File: src/design/spi_clock_divisor_calc_unit_macros.svh
// ----------------------------------------------------------------------------
// SPI clock divisor calculator - assertion macros
// Concurrent check wrappers shared by the RTL files; compiled out when
// NO_ASSERTIONS is defined.
// ----------------------------------------------------------------------------
`ifndef SPI_CLOCK_DIVISOR_CALC_UNIT_MACROS_SVH
`define SPI_CLOCK_DIVISOR_CALC_UNIT_MACROS_SVH
`ifndef NO_ASSERTIONS
// Property must hold at every clock edge outside reset.
`define CDC_ASSERT(lbl, clk, rstn, prop, msg) \
    lbl: assert property (@(posedge clk) disable iff (!rstn) prop) else $error(msg);
// Expression must never be true outside reset.
`define CDC_ASSERT_NEVER(lbl, clk, rstn, expr, msg) \
    lbl: assert property (@(posedge clk) disable iff (!rstn) !(expr)) else $error(msg);
`else
`define CDC_ASSERT(lbl, clk, rstn, prop, msg)
`define CDC_ASSERT_NEVER(lbl, clk, rstn, expr, msg)
`endif
`endif

File: src/design/spi_cdc_pkg.sv
// ----------------------------------------------------------------------------
// SPI clock divisor calculator - package
// Shared widths, constants, codes and controller/datapath command types.
// ----------------------------------------------------------------------------
`default_nettype none

package spi_cdc_pkg;

    localparam int unsigned DataW = 32;
    localparam int unsigned CntW  = $clog2(DataW + 1);

    localparam logic [DataW-1:0] SysClkRst = 32'd120000000;
    localparam logic [DataW-1:0] PreDivisor = 32'd257;
    localparam logic [DataW-1:0] SatQuo = 32'd254;
    localparam logic [7:0]       PreMax = 8'd254;
    localparam logic [8:0]       ScrSatQuo = 9'd256;

    // m/257 reaches the saturation quotient from this m upwards
    localparam logic [DataW-1:0] PreSatM = SatQuo * PreDivisor;
    // below PreSatM, m/257 equals (m * PreRecip) >> PreRecipShift
    localparam logic [16:0]      PreRecip = 17'd65281;
    localparam int unsigned      PreRecipShift = 24;

    typedef enum logic [1:0] {
        ST_OK   = 2'd0,
        ST_ZERO = 2'd1,
        ST_SAT  = 2'd2
    } status_t;

    typedef enum logic [1:0] {
        DSEL_M,
        DSEL_P,
        DSEL_SCR,
        DSEL_ACT
    } div_sel_t;

    typedef enum logic [1:0] {
        RES_HIT,
        RES_ZERO,
        RES_CALC
    } res_kind_t;

    typedef enum logic [3:0] {
        S_IDLE,
        S_LOOKUP,
        S_M_WAIT,
        S_P_CALC,
        S_S_START,
        S_S_WAIT,
        S_A_START,
        S_A_WAIT,
        S_FINISH
    } state_t;

    typedef struct packed {
        logic      load;
        logic      lookup;
        logic      div_start;
        div_sel_t  div_sel;
        logic      take;
        logic      finish;
        res_kind_t kind;
    } cdc_cmd_t;

    typedef struct packed {
        logic hit;
        logic f_zero;
        logic sat;
        logic div_done;
        logic out_free;
    } cdc_sts_t;

endpackage

`default_nettype wire

File: src/design/spi_cdc_if.sv
// ----------------------------------------------------------------------------
// SPI clock divisor calculator - channel interfaces
// Valid/ready request and response channels with their payloads.
// ----------------------------------------------------------------------------
`default_nettype none

interface spi_cdc_in_if;
    logic        valid;
    logic        ready;
    logic [1:0]  port;
    logic [31:0] requested_hz;

    modport source (output valid, output port, output requested_hz, input ready);
    modport sink   (input valid, input port, input requested_hz, output ready);
endinterface

interface spi_cdc_out_if;
    logic        valid;
    logic        ready;
    logic [7:0]  prescaler;
    logic [7:0]  rate_factor;
    logic [31:0] actual_hz;
    logic        recomputed;
    logic [1:0]  status;

    modport source (output valid, output prescaler, output rate_factor, output actual_hz,
                     output recomputed, output status, input ready);
    modport sink   (input valid, input prescaler, input rate_factor, input actual_hz,
                     input recomputed, input status, output ready);
endinterface

`default_nettype wire

File: src/design/spi_clock_divisor_calc_unit.sv
// ----------------------------------------------------------------------------
// SPI clock divisor calculator - top level
// Per-port serial clock prescaler and rate factor calculation with a cached
// last setting per port.
// ----------------------------------------------------------------------------
//
//  Channel   Dir  Handshake       Payload
//  --------  ---  --------------  -------------------------------------------
//  in_ch     in   valid/ready     port, requested_hz
//  out_ch    out  valid/ready     prescaler, rate_factor, actual_hz,
//                                 recomputed, status
//  cfg       in   cfg_wr_en only  cfg_wr_data -> system clock in Hz
//
//  One item at a time. A cache hit or a zero request goes from the lookup
//  step straight to the finish step. A computed item passes serially
//  three times through the shared 32-bit divider at one quotient bit per
//  cycle (two passes when the prescaler saturates); the prescaler itself
//  comes from a reciprocal multiply.
//  Reset clears the per-port cache and loads the system clock register with
//  120 MHz. A result waits in the output register while the next request
//  transfers in; the controller only holds in its finish step while that
//  register is still occupied and not being drained. Write the system clock
//  register only while the block is idle.
// ----------------------------------------------------------------------------
`default_nettype none

module spi_clock_divisor_calc_unit
    import spi_cdc_pkg::*;
#(
    parameter int NUM_PORTS = 4
)
(
    input  wire logic             clk,
    input  wire logic             rst_n,
    input  wire logic             cfg_wr_en,
    input  wire logic [DataW-1:0] cfg_wr_data,
    spi_cdc_in_if.sink            in_ch,
    spi_cdc_out_if.source         out_ch
);

    // command and status between sequencer and datapath
    cdc_cmd_t cmd;
    cdc_sts_t sts;

    // controller: drives in_ch.ready, issues loads, divider starts and finish
    spi_cdc_ctrl u_ctrl (
        .clk      (clk),
        .rst_n    (rst_n),
        .in_valid (in_ch.valid),
        .in_ready (in_ch.ready),
        .sts      (sts),
        .cmd      (cmd)
    );

    // datapath: cache, shared divider and the output register
    spi_cdc_dp #(
        .NUM_PORTS (NUM_PORTS)
    ) u_dp (
        .clk             (clk),
        .rst_n           (rst_n),
        .cfg_wr_en       (cfg_wr_en),
        .cfg_wr_data     (cfg_wr_data),
        .in_port         (in_ch.port),
        .in_requested_hz (in_ch.requested_hz),
        .cmd             (cmd),
        .sts             (sts),
        .out_ready       (out_ch.ready),
        .out_valid       (out_ch.valid),
        .out_prescaler   (out_ch.prescaler),
        .out_rate_factor (out_ch.rate_factor),
        .out_actual_hz   (out_ch.actual_hz),
        .out_recomputed  (out_ch.recomputed),
        .out_status      (out_ch.status)
    );

endmodule

`default_nettype wire

File: src/design/spi_cdc_div.sv
// ----------------------------------------------------------------------------
// SPI clock divisor calculator - shared divider
// Restoring unsigned divider, one quotient bit per cycle.
// ----------------------------------------------------------------------------
`default_nettype none
`include "spi_clock_divisor_calc_unit_macros.svh"

module spi_cdc_div
    import spi_cdc_pkg::*;
(
    input  wire logic             clk,
    input  wire logic             rst_n,
    input  wire logic             start,
    input  wire logic [DataW-1:0] dividend,
    input  wire logic [DataW-1:0] divisor,
    output logic                  done,
    output logic [DataW-1:0]      quotient
);

    logic             busy_reg;
    logic [CntW-1:0]  cnt_reg;
    logic [DataW:0]   rem_reg;
    logic [DataW-1:0] quo_reg;
    logic [DataW-1:0] den_reg;

    logic [DataW:0]   shifted;
    logic             ge;
    logic [DataW:0]   rem_next;
    logic [DataW-1:0] quo_next;

    always_comb
    begin
        shifted  = {rem_reg[DataW-1:0], quo_reg[DataW-1]};
        ge       = (shifted >= {1'b0, den_reg});
        rem_next = ge ? (shifted - {1'b0, den_reg}) : shifted;
        quo_next = {quo_reg[DataW-2:0], ge};
    end

    assign done     = busy_reg && (cnt_reg == '0);
    assign quotient = quo_reg;

    always_ff @(posedge clk or negedge rst_n)
    begin
        if (!rst_n)
        begin
            busy_reg <= 1'b0;
            cnt_reg  <= '0;
        end
        else if (start)
        begin
            busy_reg <= 1'b1;
            cnt_reg  <= CntW'(DataW);
        end
        else if (busy_reg)
        begin
            if (cnt_reg != '0)
            begin
                cnt_reg <= cnt_reg - 1'b1;
            end
            else
            begin
                busy_reg <= 1'b0;
            end
        end
    end

    always_ff @(posedge clk)
    begin
        if (start)
        begin
            rem_reg <= '0;
            quo_reg <= dividend;
            den_reg <= divisor;
        end
        else if (busy_reg && (cnt_reg != '0))
        begin
            rem_reg <= rem_next;
            quo_reg <= quo_next;
        end
    end

    // a new division must not cut into one still in progress
    `CDC_ASSERT(a_div_no_restart, clk, rst_n, start |-> !busy_reg, "divider restarted while busy")

endmodule

`default_nettype wire

File: src/design/spi_cdc_dp.sv
// ----------------------------------------------------------------------------
// SPI clock divisor calculator - datapath
// Per-port cache, clamp, divider operand selection, prescaler calculation and
// result register.
// ----------------------------------------------------------------------------
`default_nettype none
`include "spi_clock_divisor_calc_unit_macros.svh"

module spi_cdc_dp
    import spi_cdc_pkg::*;
#(
    parameter int NUM_PORTS = 4
)
(
    input  wire logic             clk,
    input  wire logic             rst_n,
    input  wire logic             cfg_wr_en,
    input  wire logic [DataW-1:0] cfg_wr_data,
    input  wire logic [1:0]       in_port,
    input  wire logic [DataW-1:0] in_requested_hz,
    input  wire cdc_cmd_t         cmd,
    output cdc_sts_t              sts,
    input  wire logic             out_ready,
    output logic                  out_valid,
    output logic [7:0]            out_prescaler,
    output logic [7:0]            out_rate_factor,
    output logic [DataW-1:0]      out_actual_hz,
    output logic                  out_recomputed,
    output logic [1:0]            out_status
);

    localparam int unsigned PortIdxW = (NUM_PORTS > 1) ? $clog2(NUM_PORTS) : 1;
    localparam int unsigned PortVals = 4;

    logic [DataW-1:0]    sys_clk_reg;
    logic [DataW-1:0]    last_req_reg [NUM_PORTS];
    logic [DataW-1:0]    last_act_reg [NUM_PORTS];

    logic [PortIdxW-1:0] idx_reg;
    logic [DataW-1:0]    req_reg;
    logic [DataW-1:0]    f_reg;
    logic [DataW-1:0]    m_reg;
    logic [7:0]          p_reg;
    logic [8:0]          scrq_reg;
    logic [DataW-1:0]    act_reg;
    logic                sat_reg;
    logic                out_valid_reg;

    logic [7:0]          pre_out_reg;
    logic [7:0]          fac_out_reg;
    logic [DataW-1:0]    act_out_reg;
    logic                rec_out_reg;
    status_t             st_out_reg;

    logic [PortIdxW-1:0] port_fold [PortVals];
    logic [PortIdxW-1:0] port_idx;
    logic [DataW-1:0]    half;
    logic [DataW-1:0]    clamp;
    logic [16:0]         prod;
    logic [8:0]          scr_m1;
    logic [DataW-1:0]    pq_prod;
    logic [7:0]          pq;
    logic [7:0]          p_calc;
    logic                p_sat;
    logic [DataW-1:0]    div_dividend;
    logic [DataW-1:0]    div_divisor;
    logic                div_done;
    logic [DataW-1:0]    div_quo;

    // fold out-of-range port numbers back onto the implemented ports
    for (genvar g = 0; g < PortVals; g++)
    begin : g_port_fold
        assign port_fold[g] = PortIdxW'(g % NUM_PORTS);
    end
    assign port_idx = port_fold[in_port];

    assign half  = sys_clk_reg >> 1;
    assign clamp = (req_reg > half) ? half : req_reg;
    assign prod  = {9'd0, p_reg} * {8'd0, scrq_reg};
    assign scr_m1 = scrq_reg - 9'd1;

    // m/257 by reciprocal multiply; only needed below the saturation point,
    // where m fits in 16 bits
    assign pq_prod = {16'd0, m_reg[15:0]} * {15'd0, PreRecip};
    assign pq      = pq_prod[PreRecipShift +: 8];

    // smallest even prescaler above m/257
    assign p_sat  = (m_reg >= PreSatM);
    assign p_calc = pq[0] ? (pq + 8'd1) : (pq + 8'd2);

    always_comb
    begin
        case (cmd.div_sel)
            DSEL_M:
            begin
                div_dividend = sys_clk_reg;
                div_divisor  = clamp;
            end
            DSEL_SCR:
            begin
                div_dividend = m_reg;
                div_divisor  = {24'd0, p_reg};
            end
            DSEL_ACT:
            begin
                div_dividend = sys_clk_reg;
                div_divisor  = {15'd0, prod};
            end
            default:
            begin
                div_dividend = sys_clk_reg;
                div_divisor  = clamp;
            end
        endcase
    end

    spi_cdc_div u_div (
        .clk      (clk),
        .rst_n    (rst_n),
        .start    (cmd.div_start),
        .dividend (div_dividend),
        .divisor  (div_divisor),
        .done     (div_done),
        .quotient (div_quo)
    );

    always_comb
    begin
        sts.hit      = (req_reg == last_req_reg[idx_reg]);
        sts.f_zero   = (clamp == '0);
        sts.sat      = sat_reg;
        sts.div_done = div_done;
        sts.out_free = !out_valid_reg || out_ready;
    end

    // configuration, cache and result valid
    always_ff @(posedge clk or negedge rst_n)
    begin
        if (!rst_n)
        begin
            sys_clk_reg   <= SysClkRst;
            out_valid_reg <= 1'b0;
            for (int i = 0; i < NUM_PORTS; i++)
            begin
                last_req_reg[i] <= '0;
                last_act_reg[i] <= '0;
            end
        end
        else
        begin
            if (cfg_wr_en)
            begin
                sys_clk_reg <= cfg_wr_data;
            end
            if (cmd.finish)
            begin
                out_valid_reg <= 1'b1;
                if (cmd.kind == RES_CALC)
                begin
                    last_req_reg[idx_reg] <= f_reg;
                    last_act_reg[idx_reg] <= act_reg;
                end
            end
            else if (out_ready)
            begin
                out_valid_reg <= 1'b0;
            end
        end
    end

    // working registers and result payload
    always_ff @(posedge clk)
    begin
        if (cmd.load)
        begin
            idx_reg <= port_idx;
            req_reg <= in_requested_hz;
        end
        if (cmd.lookup)
        begin
            f_reg <= clamp;
        end
        if (cmd.take)
        begin
            case (cmd.div_sel)
                DSEL_M:
                begin
                    m_reg <= div_quo;
                end
                DSEL_P:
                begin
                    if (p_sat)
                    begin
                        p_reg    <= PreMax;
                        scrq_reg <= ScrSatQuo;
                        sat_reg  <= 1'b1;
                    end
                    else
                    begin
                        p_reg   <= p_calc;
                        sat_reg <= 1'b0;
                    end
                end
                DSEL_SCR:
                begin
                    scrq_reg <= div_quo[8:0];
                end
                DSEL_ACT:
                begin
                    act_reg <= div_quo;
                end
                default:
                begin
                    m_reg <= div_quo;
                end
            endcase
        end
        if (cmd.finish)
        begin
            case (cmd.kind)
                RES_HIT:
                begin
                    pre_out_reg <= '0;
                    fac_out_reg <= '0;
                    act_out_reg <= last_act_reg[idx_reg];
                    rec_out_reg <= 1'b0;
                    st_out_reg  <= ST_OK;
                end
                RES_ZERO:
                begin
                    pre_out_reg <= '0;
                    fac_out_reg <= '0;
                    act_out_reg <= '0;
                    rec_out_reg <= 1'b0;
                    st_out_reg  <= ST_ZERO;
                end
                RES_CALC:
                begin
                    pre_out_reg <= p_reg;
                    fac_out_reg <= scr_m1[7:0];
                    act_out_reg <= act_reg;
                    rec_out_reg <= 1'b1;
                    st_out_reg  <= sat_reg ? ST_SAT : ST_OK;
                end
                default:
                begin
                    pre_out_reg <= '0;
                    fac_out_reg <= '0;
                    act_out_reg <= '0;
                    rec_out_reg <= 1'b0;
                    st_out_reg  <= ST_ZERO;
                end
            endcase
        end
    end

    assign out_valid       = out_valid_reg;
    assign out_prescaler   = pre_out_reg;
    assign out_rate_factor = fac_out_reg;
    assign out_actual_hz   = act_out_reg;
    assign out_recomputed  = rec_out_reg;
    assign out_status      = st_out_reg;

    `CDC_ASSERT_NEVER(a_dp_div_zero, clk, rst_n, cmd.div_start && (div_divisor == '0), "divider started with zero divisor")
    `CDC_ASSERT(a_dp_out_source, clk, rst_n, $rose(out_valid_reg) |-> $past(cmd.finish), "result raised without finish")

endmodule

`default_nettype wire

File: src/design/spi_cdc_ctrl.sv
// ----------------------------------------------------------------------------
// SPI clock divisor calculator - controller
// Sequences lookup, the divisions, the prescaler step and result hand-off.
// ----------------------------------------------------------------------------
`default_nettype none
`include "spi_clock_divisor_calc_unit_macros.svh"

module spi_cdc_ctrl
    import spi_cdc_pkg::*;
(
    input  wire logic     clk,
    input  wire logic     rst_n,
    input  wire logic     in_valid,
    output logic          in_ready,
    input  wire cdc_sts_t sts,
    output cdc_cmd_t      cmd
);

    state_t    state_reg;
    state_t    state_next;
    res_kind_t kind_reg;
    res_kind_t kind_next;

    always_ff @(posedge clk or negedge rst_n)
    begin
        if (!rst_n)
        begin
            state_reg <= S_IDLE;
            kind_reg  <= RES_HIT;
        end
        else
        begin
            state_reg <= state_next;
            kind_reg  <= kind_next;
        end
    end

    always_comb
    begin
        state_next = state_reg;
        kind_next  = kind_reg;
        in_ready   = 1'b0;
        cmd        = '0;
        cmd.kind   = kind_reg;

        case (state_reg)
            S_IDLE:
            begin
                in_ready = 1'b1;
                if (in_valid)
                begin
                    cmd.load   = 1'b1;
                    state_next = S_LOOKUP;
                end
            end
            S_LOOKUP:
            begin
                cmd.lookup = 1'b1;
                if (sts.hit)
                begin
                    kind_next  = RES_HIT;
                    state_next = S_FINISH;
                end
                else if (sts.f_zero)
                begin
                    kind_next  = RES_ZERO;
                    state_next = S_FINISH;
                end
                else
                begin
                    kind_next     = RES_CALC;
                    cmd.div_start = 1'b1;
                    cmd.div_sel   = DSEL_M;
                    state_next    = S_M_WAIT;
                end
            end
            S_M_WAIT:
            begin
                cmd.div_sel = DSEL_M;
                if (sts.div_done)
                begin
                    cmd.take   = 1'b1;
                    state_next = S_P_CALC;
                end
            end
            S_P_CALC:
            begin
                // prescaler comes straight from m, no division needed
                cmd.take    = 1'b1;
                cmd.div_sel = DSEL_P;
                state_next  = S_S_START;
            end
            S_S_START:
            begin
                // saturated prescaler fixes the factor, skip its division
                if (sts.sat)
                begin
                    state_next = S_A_START;
                end
                else
                begin
                    cmd.div_start = 1'b1;
                    cmd.div_sel   = DSEL_SCR;
                    state_next    = S_S_WAIT;
                end
            end
            S_S_WAIT:
            begin
                cmd.div_sel = DSEL_SCR;
                if (sts.div_done)
                begin
                    cmd.take   = 1'b1;
                    state_next = S_A_START;
                end
            end
            S_A_START:
            begin
                cmd.div_start = 1'b1;
                cmd.div_sel   = DSEL_ACT;
                state_next    = S_A_WAIT;
            end
            S_A_WAIT:
            begin
                cmd.div_sel = DSEL_ACT;
                if (sts.div_done)
                begin
                    cmd.take   = 1'b1;
                    state_next = S_FINISH;
                end
            end
            S_FINISH:
            begin
                if (sts.out_free)
                begin
                    cmd.finish = 1'b1;
                    state_next = S_IDLE;
                end
            end
            default:
            begin
                state_next = S_IDLE;
            end
        endcase
    end

    `CDC_ASSERT(a_ctrl_load_lookup, clk, rst_n, cmd.load |=> cmd.lookup, "lookup did not follow load")
    `CDC_ASSERT(a_ctrl_div_latency, clk, rst_n, cmd.div_start |=> !sts.div_done, "divider finished too early")

endmodule

`default_nettype wire
File: src/flat_wrapper.sv
// flat-port wrapper written by rule: the top's interface ports become plain ports
module spi_clock_divisor_calc_unit_flat import spi_cdc_pkg::*;
#(
    parameter int NUM_PORTS = 4
)
  (clk, rst_n, cfg_wr_en, cfg_wr_data, in_ch_valid, in_ch_port, in_ch_requested_hz, in_ch_ready, out_ch_valid, out_ch_prescaler, out_ch_rate_factor, out_ch_actual_hz, out_ch_recomputed, out_ch_status, out_ch_ready);
  spi_cdc_in_if in_ch_i ();
  spi_cdc_out_if out_ch_i ();
  input  wire logic clk;
  input  wire logic rst_n;
  input  wire logic cfg_wr_en;
  input  wire logic [DataW-1:0] cfg_wr_data;
  input wire logic [$bits(in_ch_i.valid)-1:0] in_ch_valid;
  input wire logic [$bits(in_ch_i.port)-1:0] in_ch_port;
  input wire logic [$bits(in_ch_i.requested_hz)-1:0] in_ch_requested_hz;
  output wire logic [$bits(in_ch_i.ready)-1:0] in_ch_ready;
  output wire logic [$bits(out_ch_i.valid)-1:0] out_ch_valid;
  output wire logic [$bits(out_ch_i.prescaler)-1:0] out_ch_prescaler;
  output wire logic [$bits(out_ch_i.rate_factor)-1:0] out_ch_rate_factor;
  output wire logic [$bits(out_ch_i.actual_hz)-1:0] out_ch_actual_hz;
  output wire logic [$bits(out_ch_i.recomputed)-1:0] out_ch_recomputed;
  output wire logic [$bits(out_ch_i.status)-1:0] out_ch_status;
  input wire logic [$bits(out_ch_i.ready)-1:0] out_ch_ready;
  assign in_ch_i.valid = in_ch_valid;
  assign in_ch_i.port = in_ch_port;
  assign in_ch_i.requested_hz = in_ch_requested_hz;
  assign in_ch_ready = in_ch_i.ready;
  assign out_ch_valid = out_ch_i.valid;
  assign out_ch_prescaler = out_ch_i.prescaler;
  assign out_ch_rate_factor = out_ch_i.rate_factor;
  assign out_ch_actual_hz = out_ch_i.actual_hz;
  assign out_ch_recomputed = out_ch_i.recomputed;
  assign out_ch_status = out_ch_i.status;
  assign out_ch_i.ready = out_ch_ready;
  spi_clock_divisor_calc_unit #(.NUM_PORTS(NUM_PORTS)) u_core (.clk(clk), .rst_n(rst_n), .cfg_wr_en(cfg_wr_en), .cfg_wr_data(cfg_wr_data), .in_ch(in_ch_i), .out_ch(out_ch_i));
endmodule
File: config.mk
export PLATFORM = sky130hd
export DESIGN_NAME = spi_clock_divisor_calc_unit_flat
export DESIGN_NICKNAME = d
export VERILOG_FILES = /design/src/design/spi_cdc_pkg.sv /design/src/design/spi_cdc_if.sv /design/src/design/spi_clock_divisor_calc_unit.sv /design/src/design/spi_cdc_div.sv /design/src/design/spi_cdc_dp.sv /design/src/design/spi_cdc_ctrl.sv /design/src/flat_wrapper.sv
export VERILOG_INCLUDE_DIRS = /design/src /design/src/design
export SDC_FILE = /design/constraint.sdc
export NUM_CORES = 1
export LEC_CHECK = 0
export BUFFER_PORTS_ARGS = -buffer_cell sky130_fd_sc_hd__buf_2
export CAP_MARGIN = 30
export CORE_ASPECT_RATIO = 0.9
export CORE_MARGIN = 8
export CORE_UTILIZATION = 30
export CTS_CLUSTER_DIAMETER = 150
export CTS_CLUSTER_SIZE = 14
export DETAILED_ROUTE_END_ITERATION = 16
export SLEW_MARGIN = 20
export SYNTH_ARGS = -nofsm -noshare
export SYNTH_HDL_FRONTEND = slang
export SYNTH_SLANG_ARGS = --single-unit
export TNS_END_PERCENT = 5
File: constraint.sdc
create_clock -name clk -period 7.8 [get_ports clk]
set_input_delay 1.17 -clock clk [delete_from_list [all_inputs] [get_ports clk]]
set_output_delay 1.17 -clock clk [all_outputs]
set_load 0.01 [all_outputs]
Yosys cells after proc, flatten, opt, wreduce, memory -nomap -nowiden
Cells that the tools add are included.
W data, S select, Z words.
Storage, ports and cells
  bits in registers: 597
  input bits: 71
  output and inout bits: 53
  word-level logic and storage cells: 148
Operators by class
  add/subtract/negate cells: 5
  multiply operators: 2
  order comparisons: 6
  equal/unequal tests: 19
  muxes and demuxes: 59
  bitwise operators: 2
  reduce and logical (&&, ||, !) cells: 25
Operators by type and width (count)
  $mux W32: 10
  $bwmux W128: 2
  $bmux W32 S2: 2
  $pmux W32 S2: 2
  $demux W32 S2: 1
  $pmux W4 S9: 1
  $ge A33 B32 Y1: 1
  $eq A32 B32 Y1: 1
  $ge A32 B16 Y1 const B: 1
  $gt A32 B31 Y1: 1
  $logic_not A32 Y1: 1
  $mul A16 B16 Y32 const B: 1
  $sub A32 B32 Y32: 1
  $mux W4: 7
  $mux W6: 3
  $pmux W9 S2: 1
  $mul A8 B9 Y17: 1
  $eq A4 B3 Y1 const B: 4
  $mux W1: 14
  $mux W2: 6
  $ne A2 B2 Y1 const B: 5
  $pmux W2 S5: 1
  $reduce_and A2 Y1: 5
  $reduce_bool A2 Y1: 5
  31 further kinds: 41

Depth between registers and ports, before layout
  word-level depth: 10
  depth in mapped cells: 26
  depth with buffers taken out: 26

By module
Synthesis repeated with hierarchy kept, for this count alone.
Unflattened totals
  cells, all modules: 2723
  area total of the unflattened synthesis: 33783.7 sq um
By module, submodules not included
  spi_cdc_dp: times used 1, cells each 2040, area each 27257.4 sq um, seq. area each 13220.2 sq um
  spi_cdc_div: times used 1, cells each 621, area each 6012.0 sq um, seq. area each 2737.6 sq um
  spi_cdc_ctrl: times used 1, cells each 62, area each 514.2 sq um, seq. area each 150.1 sq um

Least setup slack after synthesis
OpenSTA, ideal clock, no wires.
  path kind: register -> register
  start point: reg u_core.u_dp.m_reg[8]
  end point: reg u_core.u_dp.p_reg[5] (data pin)
  library setup time: 0.276 ns
  data arrival time: 6.074 ns
  setup slack: 1.450 ns
  cell stages (with the launch flop): 25
  buffers on the path: 0
  period minus slack after synthesis: 6.350 ns
  cell sequence: edfxtp_1 -> fa_1 -> inv_1 -> fa_1 -> inv_1 -> fa_1 -> inv_1 -> fa_1 -> inv_1 -> ha_1 -> ha_1 -> ha_1 -> o21a_1 -> o2111ai_1 -> a2bb2oi_1 -> nand3b_1 -> and2_1 -> nor2_1 -> xnor2_1 -> ha_1 -> nor2b_1 -> maj3_1 -> a221oi_1 -> xor2_1 -> nand2_1
On the way
  word-level cells in the longest chain between the ends: 3
  elaborated cells between the ends (all ways): 5
Ends and longest elaborated chain
  from (decl): RTL line spi_cdc_dp.sv:42  | logic [DataW-1:0] m_reg;
  from (signal assigned): RTL line spi_cdc_dp.sv:188  | m_reg <= div_quo;
  from (signal assigned): RTL line spi_cdc_dp.sv:214  | m_reg <= div_quo;
  $mul A16 B16 Y32: RTL line spi_cdc_dp.sv:84  | assign pq_prod = {16'd0, m_reg[15:0]} * {15'd0, PreRecip};
  $add A8 B2 Y8 or $add A8 B1 Y8 (tied branches): RTL line spi_cdc_dp.sv:89  | assign p_calc = pq[0] ? (pq + 8'd1) : (pq + 8'd2);
  $mux W8: RTL line spi_cdc_dp.sv:89
  to (signal assigned): RTL line spi_cdc_dp.sv:194  | p_reg <= PreMax;
  to (signal assigned): RTL line spi_cdc_dp.sv:200  | p_reg <= p_calc;
  to (decl): RTL line spi_cdc_dp.sv:43  | logic [7:0] p_reg;
Several ways; a longest one is shown, not always the timed one.
A chain may end at the register's enable or synchronous reset.

Worst setup path in the final report
  start point: reg u_core.u_dp.m_reg[9]
  end point: reg u_core.u_dp.p_reg[5] (data pin)
The elaborated chain is that of the path after synthesis.

==> metrics.cfg <==
[pwr]
p_per_area_nw_per_um2=160
ir_drop_mv=0.148
p_leak_uw=0.0163

[placement]
pre_cts_ws_ns=0.989
dp_hpwl_microns=63900
place_congestion=0.860
portBuffers=123

[synth]
synth_top_family_by_area=multiplexers
synth.distinct_cells=84
synthXorXnorAreaFrac_pct=2.52
ys_top_cells_by_area=edfxtp_1 23%, dfrtp_1 22%, mux2_2 9.7%
synthCells=2641
synth_edf_count=263
yosys-top-cells-count=292 x dfrtp_1, 290 x mux2_2, 263 x edfxtp_1
synthAdderAreaFrac_pct=14.4
synth_flop_cell=dfrtp_1
ys_seq_area_share_pct=47.9
yosys_warnings=0
netlist_area_sq_um=33600
ys_seq_elements=597
ys_async_sr_fraction_pct=50.6
synth.area.mux_share_pct=16.8
syn-mean-instance-area_sq_um=12.7
synth_top_area_share_pct=23.5
synth_top_cell_by_area=edfxtp_1
synth.most_common_cell=dfrtp_1
synth-simple-area-share_pct=7.96
synth_compound_area_share_pct=6.21

[finish]
layout.nets=3119
area_delta_synth_final_pct=11.0
drive_above_1_share_pct=23.3

[floorplanning]
die_w_microns=369
rows=116
die-area_sq_um=123000
io_pins=124
start_util_pct=30.2
fp.coreArea_sq_um=111000
die_h_microns=334

[timing]
worst_pin_slew_ns=0.950
post-route-period-util_pct=88.1
fin_skew_ns=0.0273
period_needed_ns=6.88
finalMaxSlewViolations=0
whs_ns=0.481
maxSlewHeadroom_pct=36.7
final.setup.tns_ns=0
finalSetupViolCount=0
fmax_mhz=145
worst_slack_ns=0.925
rsz0062_at_grt=no
hold_viol=0

[global_route]
grt_use_total_pct=14.2
grt_overflow=0
grt_max_degree=110
grt_pass1_wl_microns=137000
antenna_found_initial=6
grt_pass1_vias=21400

[route]
wl_per_cell_microns=21.0
viasPerCell=4.93
routed_wl_microns=89000
drt_first_iter_violations=1450
detail-route-antenna-nets=0
drc=0
routed-via-count=20900
firstDrtPassIters=5

[run]
maxCapViolCount=0

[cts]
cts_post_setup_buffers_inserted=0
cts_buffers=48
clockBufferDepth=3
hold_buffers=0
cts_tree=yes
cts_resized=0
htreeDepth=2
clock_latency_ns=0.62
cts.sinks=597
clk_pin_slew_ns=0.09
cts-root-buf=clkbuf_16

[setup_path]
cp.arrival_ns=7.23
rrSetupSlack_ns=0.92
required_ns=8.15
rr_startpoint=u_core.u_dp.m_reg[9]$_DFFE_PP_
r2r_cells=26
r2r_end=u_core.u_dp.p_reg[5]$_SDFFCE_PN1P_
critical_path.max_fanout=8
cp-start-kind=flop
cp-end-kind=flop
crit_type=flop to flop

[hold_path]
min_to=u_core.u_dp.u_div.rem_reg[25]$_SDFFE_PP0P_
holdPathStages=2
holdCritStartpoint=u_core.u_dp.u_div.rem_reg[24]$_SDFFE_PP0P_
hold_path.class=flop to flop

[run_status]
status=finished, final reports clean

-- cell type report --
type                    count  area (sq um)
repair buffers            157           913
well taps                1475          1850
clock inverters             4          55.1
flip-flops and latches    597         16100
clock buffers              84          1340
inverters                 240           901
multi-input cells        1688         16100
fillers                 11200         73900
diodes                      2          5.00
-- worst max path at each step --
stage | startpoint | to | slack [ns]
after floorplan | u_core.u_dp.m_reg[8]$_DFFE_PP_ | u_core.u_dp.p_reg[5]$_SDFFCE_PN1P_ | 1.45
after global placement | u_core.u_dp.m_reg[8]$_DFFE_PP_ | u_core.u_dp.p_reg[5]$_SDFFCE_PN1P_ | 1.07
after detailed placement | u_core.u_dp.m_reg[8]$_DFFE_PP_ | u_core.u_dp.p_reg[5]$_SDFFCE_PN1P_ | 0.99
after CTS | u_core.u_dp.m_reg[9]$_DFFE_PP_ | u_core.u_dp.p_reg[5]$_SDFFCE_PN1P_ | 0.96
after global routing | u_core.u_dp.m_reg[8]$_DFFE_PP_ | u_core.u_dp.p_reg[5]$_SDFFCE_PN1P_ | 0.46
final | u_core.u_dp.m_reg[9]$_DFFE_PP_ | u_core.u_dp.p_reg[5]$_SDFFCE_PN1P_ | 0.92
-- kinds of logic after synthesis --
group / Yosys count
adder cells (fa/ha/maj): 317
AO/OA/AOI/OAI: 303
multiplexers: 432
AND/OR/NAND/NOR: 538
buffers and inverters: 358
XOR/XNOR: 95
other: 1
flip-flops: 597
-- power breakdown --
group / internal [uW] / leakage [uW] / switching, uW / total, uW
combinational: 101 / 0.00896 / 170 / 271
clock: 1170 / 0.000659 / 1180 / 2350
sequential: 3310 / 0.00669 / 35.2 / 3350
-- critical path, cell delays in order (launching register included) --
cell and delay [ns]:
edfxtp_1 0.57, fa_1 0.64, inv_1 0.08, fa_1 0.54, inv_1 0.05, fa_1 0.52, inv_1 0.05, fa_1 0.52
inv_1 0.04, ha_1 0.30, ha_1 0.30, ha_1 0.29, o21a_1 0.19, o2111ai_1 0.21, a2bb2oi_1 0.33, nand3b_1 0.16
and2_1 0.21, nor2_1 0.11, xnor2_1 0.11, ha_1 0.27, nor2b_1 0.18, and2_1 0.17, mux2i_1 0.13, o22ai_1 0.10
a221oi_1 0.28, xor2_1 0.18, nand2_1 0.06
-- routing by layer --
metal  part of all wire [%]  GRT usage, %
met1                     48          20.9
met2                     45          22.3
met3                    5.3          2.23
met4                    1.6          2.56
met5                  0.013             0
-- per-stage QoR --
stage,util [%],instance area (sq um),cells,total power (uW)
after floorplan,-,33600,2643,3540
after global placement,32.3,35900,4156,3680
after detailed placement,32.3,35900,4157,3680
after CTS,33.5,37300,4245,6040
after global routing,33.5,37300,4245,6170
final,33.5,37300,4247,5960
-- placed cells by master (no fill, tap or decap), drive strengths merged, types with 91 or more instances in the layout --
| cell type | count |
|---|---|
| o21ai | 91 |
| mux2 | 321 |
| inv | 240 |
| fa | 116 |
| edfxtp | 263 |
| dfrtp | 292 |
| ha | 200 |
| nand2 | 166 |
| nor2 | 113 |
| buf | 157 |
Power figures use the tool's default switching activity.
